===== src/ilbs_pkg.sv =====
// Shared types and constants of the indexed lower-bound search core.
// No dependencies; imported by the front, back and top-level modules.
package ilbs_pkg;

  localparam int unsigned TABLE_DEPTH = 1024;
  localparam int unsigned ADDR_W      = 10;
  localparam int unsigned KEY_W       = 32;
  localparam int unsigned POS_W       = 11;
  localparam int unsigned APB_DATA_W  = 32;
  localparam int unsigned APB_ADDR_W  = 3;
  localparam int unsigned IN_TDATA_W  = 96;
  localparam int unsigned OUT_TDATA_W = 16;

  localparam logic [POS_W-1:0] COUNT_MAX = POS_W'(TABLE_DEPTH);
  localparam logic             REG_ENTRY_COUNT = 1'b0;

  typedef enum logic {
    CMD_LOAD  = 1'b0,
    CMD_QUERY = 1'b1
  } cmd_kind_e;

  typedef struct packed {
    cmd_kind_e                kind;
    logic [ADDR_W-1:0]        entry_addr;
    logic signed [KEY_W-1:0]  entry_key;
    logic [ADDR_W-1:0]        entry_order;
    logic signed [KEY_W-1:0]  query_key;
    logic [ADDR_W-1:0]        start_pos;
  } cmd_t;

  typedef enum logic [1:0] {
    ST_IDLE,
    ST_KEY,
    ST_CMP
  } back_state_e;

endpackage


===== src/ilbs_front.sv =====
// Input front end: takes stream transfers, classifies them as loads or queries
// and holds them in a two-entry command queue. Depends on ilbs_pkg.
module ilbs_front import ilbs_pkg::*; (
  input  logic                  clk_i,
  input  logic                  rst_ni,
  input  logic                  s_axis_tvalid,
  output logic                  s_axis_tready,
  // entry_addr, entry_key, entry_order, query_key, start_pos, zero fill
  input  logic [IN_TDATA_W-1:0] s_axis_tdata,
  // action
  input  logic                  s_axis_tuser,
  output logic                  cmd_valid_o,
  input  logic                  cmd_ready_i,
  output cmd_t                  cmd_o
);

  cmd_t       slot_q [2];
  logic       wr_ptr_q, wr_ptr_d;
  logic       rd_ptr_q, rd_ptr_d;
  logic [1:0] fill_q, fill_d;
  cmd_t       cmd_in;
  logic       push, pop;

  always_comb begin
    cmd_in.kind        = s_axis_tuser ? CMD_QUERY : CMD_LOAD;
    cmd_in.entry_addr  = s_axis_tdata[9:0];
    cmd_in.entry_key   = s_axis_tdata[41:10];
    cmd_in.entry_order = s_axis_tdata[51:42];
    cmd_in.query_key   = s_axis_tdata[83:52];
    cmd_in.start_pos   = s_axis_tdata[93:84];
  end

  assign s_axis_tready = (fill_q != 2'd2);
  assign push          = s_axis_tvalid && s_axis_tready;
  assign cmd_valid_o   = (fill_q != 2'd0);
  assign pop           = cmd_valid_o && cmd_ready_i;
  assign cmd_o         = slot_q[rd_ptr_q];

  always_comb begin
    wr_ptr_d = push ? ~wr_ptr_q : wr_ptr_q;
    rd_ptr_d = pop ? ~rd_ptr_q : rd_ptr_q;
    fill_d   = fill_q + 2'(push) - 2'(pop);
  end

  always_ff @(posedge clk_i or negedge rst_ni) begin
    if (!rst_ni) begin
      wr_ptr_q <= 1'b0;
      rd_ptr_q <= 1'b0;
      fill_q   <= 2'd0;
    end else begin
      wr_ptr_q <= wr_ptr_d;
      rd_ptr_q <= rd_ptr_d;
      fill_q   <= fill_d;
    end
  end

  always_ff @(posedge clk_i) begin
    if (push) begin
      slot_q[wr_ptr_q] <= cmd_in;
    end
  end

endmodule


===== config.mk =====
export PLATFORM = sky130hd
export DESIGN_NAME = ilbs_front
export DESIGN_NICKNAME = d
export VERILOG_FILES = /design/src/ilbs_pkg.sv /design/src/ilbs_front.sv
export SDC_FILE = /design/constraint.sdc
export NUM_CORES = 1
export LEC_CHECK = 0
export ABC_CLOCK_PERIOD_IN_PS = 5850
export BUFFER_PORTS_ARGS = -buffer_cell sky130_fd_sc_hd__buf_2
export CAP_MARGIN = 30
export CORE_UTILIZATION = 52
export CTS_BUF_LIST = sky130_fd_sc_hd__clkbuf_16
export DETAILED_ROUTE_END_ITERATION = 16
export PLACE_DENSITY = 0.8
export SLEW_MARGIN = 20
export SYNTH_ARGS = -nofsm -noshare
export SYNTH_HDL_FRONTEND = slang
export SYNTH_SLANG_ARGS = --single-unit

===== constraint.sdc =====
create_clock -name clk_i -period 5.85 [get_ports clk_i]
set_clock_uncertainty 0.05 [all_clocks]
set_input_delay 1.17 -clock clk_i [delete_from_list [all_inputs] [get_ports clk_i]]
set_output_delay 1.17 -clock clk_i [all_outputs]
set_load 0.005 [all_outputs]

Yosys cells after proc, flatten, opt, wreduce, memory -nomap -nowiden
Memory sizes are Yosys's and may differ from the RTL's.
Cells that the tools add are included.
{ "totals": {"reg_bits": 4, "ramBits": 190, "input_bits": 101, "output_inout_bits": 97, "word_cells": 15, "n_memories": 1} }
{ "classes": {"add_sub_neg": 2, "eq_ne": 1, "n_mux": 3, "bitwise_logic": 2, "reduce_logical": 3} }
{ "mem_list": {"columns": ["name", "depth", "word_bits", "read_ports", "rd_clocked_by_memory_dff", "write_ports", "line", "text"], "rows": [
  ["slot_q", 2, 95, 1, 0, 1, "ilbs_front.sv:17", "cmd_t slot_q [2];"]
]} }
{ "ops": {"columns": ["op", "n"], "rows": [
  ["2-to-1 mux 1 bit", 3],
  ["adder 2 x 1 -> 2 bit", 1],
  ["logical AND 1 bit", 2],
  ["inequality test 2 bit, second input constant", 1],
  ["inverter 1 bit", 2],
  ["nonzero test 2 bit", 1],
  ["subtractor 2 x 1 -> 2 bit", 1]
]} }

Logic depth before layout (Yosys ltp)
Gate-level depths: netlist of the first run.
{ "logic_depth": {"ltp_word": 4, "ltp_mapped": 7, "ltp_nobuf": 7} }

Worst setup path before layout of the first run
No wires, ideal clock.
{ "synth_timing": {"kind": "input -> register", "start": "input port s_axis_tvalid", "end": "memory slot_q[0][0] (netlist bit), enable pin", "setup_time_ns": 0.549, "t_arrival_ns": 5.220, "required_time_ns": 5.251, "slack_ns": 0.031, "cell_stages": 2, "path_buffers": 0, "path_cell_list": "nand2_1 -> nor2_1"} }
{ "synth_via": {"elab_chain_len": 3} }
{ "synth_rtl": {"columns": ["element", "line", "text"], "rows": [
  ["start: declaration", "ilbs_front.sv:6", "input logic s_axis_tvalid,"],
  ["logical AND 1 bit", "ilbs_front.sv:34", "assign push = s_axis_tvalid && s_axis_tready;"],
  ["2-to-1 mux 1 bit", "ilbs_front.sv:58", "if (push) begin"],
  ["2-to-1 mux 1 bit (not written as such)", "ilbs_front.sv:59", "slot_q[wr_ptr_q] <= cmd_in;"],
  ["end: declaration", "ilbs_front.sv:17", null]
]} }
No other way between the ends.

==> flow_metrics.tcl, run 1 <==
set metrics [dict create \
    ys_seq_elements 194 \
    startpoint_type "flip-flop" \
    hpwl_mm 8.08 \
    antenna_cells 0 \
    finalSetupViolations 0 \
    multi_input_area_sq_um 1330 \
    crit_arrival_ns 2.62 \
    hold_viol_final 0 \
    clk_latency_ns 0.42 \
    yosys-top-cells-area "edfxtp_1 (79%), mux2_2 (8.5%), mux2_4 (8.3%), dfrtp_1 (1.4%), buf_12 (1.1%)" \
    port_buffers 195 \
    fp.dieW_um 120 \
    io_pins 198 \
    min_period_ns 3.84 \
    core-area_sq_um 13400 \
    hold_buffers 0 \
    yosys.area_share.simple_pct 0.449 \
    synthesis.nets 416 \
    worst_slew_pin_slew_ns 0.965 \
    antenna_found_initial 0 \
    first_pass_iters 4 \
    synthMuxAreaShare_pct 16.8 \
    slew_viol_final 0 \
    start_util_pct 54.1 \
    synthAdderAreaFrac_pct 0.345 \
    clock_sinks 194 \
    regArea_sq_um 5810 \
    nets 623 \
    power_density_nw_per_um2 483 \
    drv_cap 0 \
    vias 3543 \
    critPathBufInv 2 \
    place_congestion 0.720 \
    path_cells "buf_4 -> mux2_2 -> buf_2" \
    cts_tree "yes" \
    clkTransAtPathRegs_ns 0.06 \
    synthXorXnorAreaFrac_pct 0.483 \
    root_buffer "clkbuf_16" \
    synth_top_family_by_area "multiplexers" \
    status "finished, final reports clean" \
    vdd_drop_max_v 0.000323 \
    dieArea_sq_um 14400 \
    cts.htree.levels 4 \
    worstPathMaxFanout 59 \
    grt_pass1_wl_mm 18.4 \
    fin_setup_tns_ns 0 \
    drt_iter0_drc 270 \
    synth_compound_area_share_pct 0 \
    routed_wl_mm 12.2 \
    cpPeakStageDelay_ns 1.02 \
    ys_seq_area_share_pct 80.0 \
    grt_setup_unrepaired "no" \
    ys_types 18 \
    die_h_um 120 \
    antenna_left 0 \
    worstPathRequired_ns 4.63 \
    clk_path_buf_depth 2 \
    syn_to_final_growth_pct 22.9 \
    drc 0 \
    drive_above_1_share_pct 61.0 \
    path_delay_family "flip-flops" \
    grt_start_max_net_pins 60 \
    postSynthCellCount 313 \
    synth_area_sq_um 7250 \
    fmax_mhz 260 \
    numCtsBuffers 17 \
    row_count 42 \
    crit_type "flip-flop to output pin" \
    ys_warn_count 0 \
    cp_slowest_cell "dfrtp_4" \
    syn_avg_cell_area_sq_um 23.2 \
    wl_per_cell_um 17.2 \
    leakage_nw 3.45 \
    grt_overflow 0 \
    relSlewSlack_pct 35.7 \
    synth_top_area_share_pct 78.7 \
    fillCellCount 919 \
    min_path_type "input port to asynchronous set/reset pin" \
    period_share_pct 65.7 \
    viasPerCell 5.01 \
    grt_use_total_pct 17.7 \
    yosys.area.top_type "edfxtp_1" \
    cts_setup_buffers 0 \
    end_kind "output pin" \
    first_global_vias 3802 \
    postCtsResizedCells 0 \
    power.total_w 0.00430 \
]
==> state kept, by name (all words and copies together) (netlist names) <==
name / flops
rd_ptr_q: 1
wr_ptr_q: 1
fill_q: 2
slot_q: 190
==> where the power goes <==
group / internal [W] / switching (W) / total [W]
registers: 0.00190 / 0.000168 / 0.00207
logic: 0.000646 / 0.000504 / 0.00115
clock network: 0.000616 / 0.000462 / 0.00108
==> worst register-to-register path: stages, from the launching register on <==
cell and delay, ns:
dfrtp_1 0.40, nand2b_1 0.12, and3_4 0.58, buf_4 0.72
==> placed cells by master (no fill, tap or decap) <==
master / count
buf_2: 195
edfxtp_1: 190
mux2_2: 55
mux2_4: 40
clkbuf_16: 17
buf_4: 4
xnor2_1: 3
clkinvlp_4: 3
clkinv_1: 3
clkinv_2: 3
dfrtp_1: 3
inv_1: 2
ha_1: 2
bufinv_16: 2
or2_2: 1
and2_1: 1
nand2b_1: 1
nand2_1: 1
and3_4: 1
nor2_4: 1
xor2_1: 1
inv_6: 1
dfrtp_4: 1
==> layout make-up <==
cell class	count	area share, %
multi-input cells	107	14.9
well taps	176	2.47
repair buffers	199	11.3
clock buffers	17	4.77
flip-flops and latches	194	65.2
clock inverters	13	1.36
inverters	1	0.0421
==> cell usage after synthesis (all sizes together) <==
library cell    n
inv             1
ha              2
or2             1
nand2b          1
xnor2           3
and3            1
mux2           95
dfrtp           4
and2            1
edfxtp        190
xor2            1
buf            11
nor2            1
nand2           1
==> per-layer routing <==
layer	track usage, %	vias up	routed length, um
met2	30.0	160	6080
met3	8.56	13	1280
met5	0	-	0
li1	-	1654	-
met1	18.3	1716	4610
met4	8.20	0	193
==> final timing paths <==
path / slack [ns] / to / startpoint / cells after the start
max: 2.01 / cmd_o[33] / rd_ptr_q$_DFFE_PN0P_ / 3
min: 0.49 / rd_ptr_q$_DFFE_PN0P_ / rst_ni / 1
max reg2reg: 3.57 / slot_q[1][13]$_DFFE_PP_ / fill_q[1]$_DFF_PN0_ / 3
min reg2reg: 0.49 / fill_q[0]$_DFF_PN0_ / fill_q[0]$_DFF_PN0_ / 1
max in group asynchronous: 5.12 / rd_ptr_q$_DFFE_PN0P_ / rst_ni / 1
min in group clk_i: 0.49 / fill_q[0]$_DFF_PN0_ / fill_q[0]$_DFF_PN0_ / 1
==> logic make-up after synthesis <==
logic type    after synthesis
mux                        95
fa+ha+maj                   2
flops                     194
simple gates                6
buf+inv                    12
xor+xnor                    4
==> per-stage QoR <==
stage                     instance area (sq um)  util, %  hold WS (ns)  setup WS [ns]  std cells
after floorplan                            7250        -         0.411         0.0309        313
after global placement                     8360     62.4         0.444           2.42        677
after global routing                       8910     66.5         0.473           1.84        707
final                                      8910     66.5         0.486           2.01        707
after detailed placement                   8360     62.4         0.468           2.40        677
after CTS                                  8910     66.5         0.474           1.93        707
(Power assumes the default switching activity.)
==> run 2: changes to the inputs <==
--- a/config.mk
+++ b/config.mk
@@ -5,13 +5,13 @@
 export SDC_FILE = /design/constraint.sdc
 export NUM_CORES = 1
 export LEC_CHECK = 0
-export ABC_CLOCK_PERIOD_IN_PS = 5850
+export ABC_CLOCK_PERIOD_IN_PS = 3300
 export BUFFER_PORTS_ARGS = -buffer_cell sky130_fd_sc_hd__buf_2
 export CAP_MARGIN = 30
-export CORE_UTILIZATION = 52
+export CORE_UTILIZATION = 47
 export CTS_BUF_LIST = sky130_fd_sc_hd__clkbuf_16
 export DETAILED_ROUTE_END_ITERATION = 16
-export PLACE_DENSITY = 0.8
+export PLACE_DENSITY = 0.77
 export SLEW_MARGIN = 20
 export SYNTH_ARGS = -nofsm -noshare
 export SYNTH_HDL_FRONTEND = slang
==> constraint.sdc (replaced) <==
create_clock -name clk_i -period 3.3 [get_ports clk_i]
set_clock_uncertainty 0.05 [all_clocks]
set_input_delay 0.66 -clock clk_i [delete_from_list [all_inputs] [get_ports clk_i]]
set_output_delay 0.66 -clock clk_i [all_outputs]
set_load 0.005 [all_outputs]
==> flow_metrics.tcl, run 2 (synthesis gave the netlist of run 1 again) <==
set metrics [dict create \
    status "finished, final reports clean" \
    path_cells "buf_12 -> mux2_2 -> buf_2" \
    worstPathMaxFanout 96 \
    cp_slowest_cell "buf_12" \
    drt_iter0_drc 123 \
    row_count 45 \
    min_path_type "input port to flip-flop" \
    clock_sinks 194 \
    nets 626 \
    largest_reg_flops 190 \
    drc 0 \
    viasPerCell 4.94 \
    place_congestion 0.739 \
    top_regs "slot_q: 190 flops, fill_q: 2 flops" \
    die_h_um 126 \
    grt_overflow 0 \
    multi_input_area_sq_um 1330 \
    reg2reg_setup_slack_ns 1.41 \
    worst_slew_pin_slew_ns 0.713 \
    end_kind "output pin" \
    cts_tree "yes" \
    routed_wl_mm 12.2 \
    placed_cell_area_sq_um 8420 \
    grt_use_total_pct 16.3 \
    reg2regPathDepth 7 \
    fp.dieW_um 126 \
    postCtsResizedCells 0 \
    clk_path_buf_depth 2 \
    crit_type "flip-flop to output pin" \
    drive_above_1_share_pct 61.8 \
    cpPeakStageDelay_ns 0.49 \
    dieArea_sq_um 15900 \
    drv_cap 0 \
    grt_pass1_wl_mm 19.2 \
    fmax_mhz 384 \
    finalSetupViolations 0 \
    slew_viol_final 0 \
    antenna_found_initial 0 \
    start_util_pct 47.9 \
    cts_setup_buffers 0 \
    fin_setup_tns_ns 0 \
    final_cell_mix "buf_2 (195), edfxtp_1 (190), mux2_2 (55), mux2_4 (40), clkbuf_16 (17)" \
    hold_viol_final 0 \
    grt_setup_unrepaired "no" \
    syn_to_final_growth_pct 24.4 \
    fillCellCount 1108 \
    regArea_sq_um 5810 \
    critPathBufInv 2 \
    vdd_drop_max_v 0.000541 \
    cp-endpoint "cmd_o[0]" \
    grt_util_met2_pct 26.8 \
    hpwl_mm 7.84 \
    power_density_nw_per_um2 861 \
    antenna_left 0 \
    min_period_ns 2.61 \
    first_pass_iters 4 \
    root_buffer "clkbuf_16" \
    clkTransAtPathRegs_ns 0.08 \
    grt.busiest_layer "met2" \
    cts.htree.levels 4 \
    cp_num_cells 3 \
    startpoint_type "flip-flop" \
    numCtsBuffers 17 \
    critPathLaunch "rd_ptr_q$_DFFE_PN0P_" \
    grtUsageMet1_pct 18.5 \
    stdcell_area_sq_um 9020 \
    vias 3582 \
    worstPathRequired_ns 2.59 \
    r2r-end "fill_q[1]$_DFF_PN0_" \
    relSlewSlack_pct 52.5 \
    mostFrequentLayoutCell "buf_2" \
    wl_per_cell_um 16.9 \
    top_register "slot_q" \
    r2r-start "fill_q[1]$_DFF_PN0_" \
    core-area_sq_um 15100 \
    io_pins 198 \
    port_buffers 195 \
    period_share_pct 79.0 \
    first_global_vias 3828 \
    crit_arrival_ns 1.90 \
    grtUsageMet3_pct 6.67 \
    grt_start_max_net_pins 97 \
    path_delay_family "buffers and inverters" \
    leakage_nw 3.49 \
    post-route-util_pct 59.6 \
    clk_latency_ns 0.42 \
]
## run 2: worst reg2reg max path, cell delays in order (launching register included)
cell and delay (ns):
dfrtp_1 0.41, or2_2 0.32, and2_1 0.18, ha_1 0.28
inv_1 0.04, ha_1 0.18, xnor2_1 0.18, xnor2_1 0.17
## run 2: metal layers
metal	routed length, um	share of wire, %
met1	4860	40
met3	1070	8.7
met5	0	0
met4	231	1.9
met2	6090	50
## run 2: per-stage QoR
step	instances	total power (W)	hold slack (ns)	setup slack [ns]
6_report	725	0.00777	0.372	0.693
5_1_grt	724	0.00816	0.351	0.605
4_1_cts	724	0.00789	0.349	0.645
3_5_place_dp	691	0.00585	0.424	1.12
3_3_place_gp	691	0.00578	0.417	1.13
2_1_floorplan	313	0.00507	0.314	0.640
## run 2: cell type report
type | count | share of cell area (%)
clock buffer | 17 | 4.71
antenna | 1 | 0.0277
timing repair buffer | 202 | 11.7
multi-input combinational | 107 | 14.7
clock inverter | 15 | 1.86
tap | 188 | 2.61
inverter | 1 | 0.0416
sequential | 194 | 64.4
## run 2: worst min-delay path by stage
stage / startpoint / to / slack, ns / depth (start not counted)
after floorplan: rst_ni / fill_q[0]$_DFF_PN0_ / 0.31 / 0
after global placement: rst_ni / fill_q[0]$_DFF_PN0_ / 0.42 / 1
after detailed placement: rst_ni / fill_q[0]$_DFF_PN0_ / 0.42 / 1
after CTS: s_axis_tdata[50] / slot_q[1][50]$_DFFE_PP_ / 0.35 / 1
after global routing: s_axis_tdata[71] / slot_q[0][29]$_DFFE_PP_ / 0.35 / 1
final: s_axis_tdata[19] / slot_q[0][61]$_DFFE_PP_ / 0.37 / 1
## run 2: where the power goes
group / total (W) / internal (W) / leakage (nW) / switching, W
combinational: 0.00224 / 0.00117 / 1.40 / 0.00107
sequential: 0.00350 / 0.00337 / 1.81 / 0.000132
clock: 0.00202 / 0.00108 / 0.284 / 0.000943
## run 2: repair_timing
action,CTS,global route
hold buffers,1,0
endpoints found under the hold margin,4,0
setup endpoints to repair,0,0
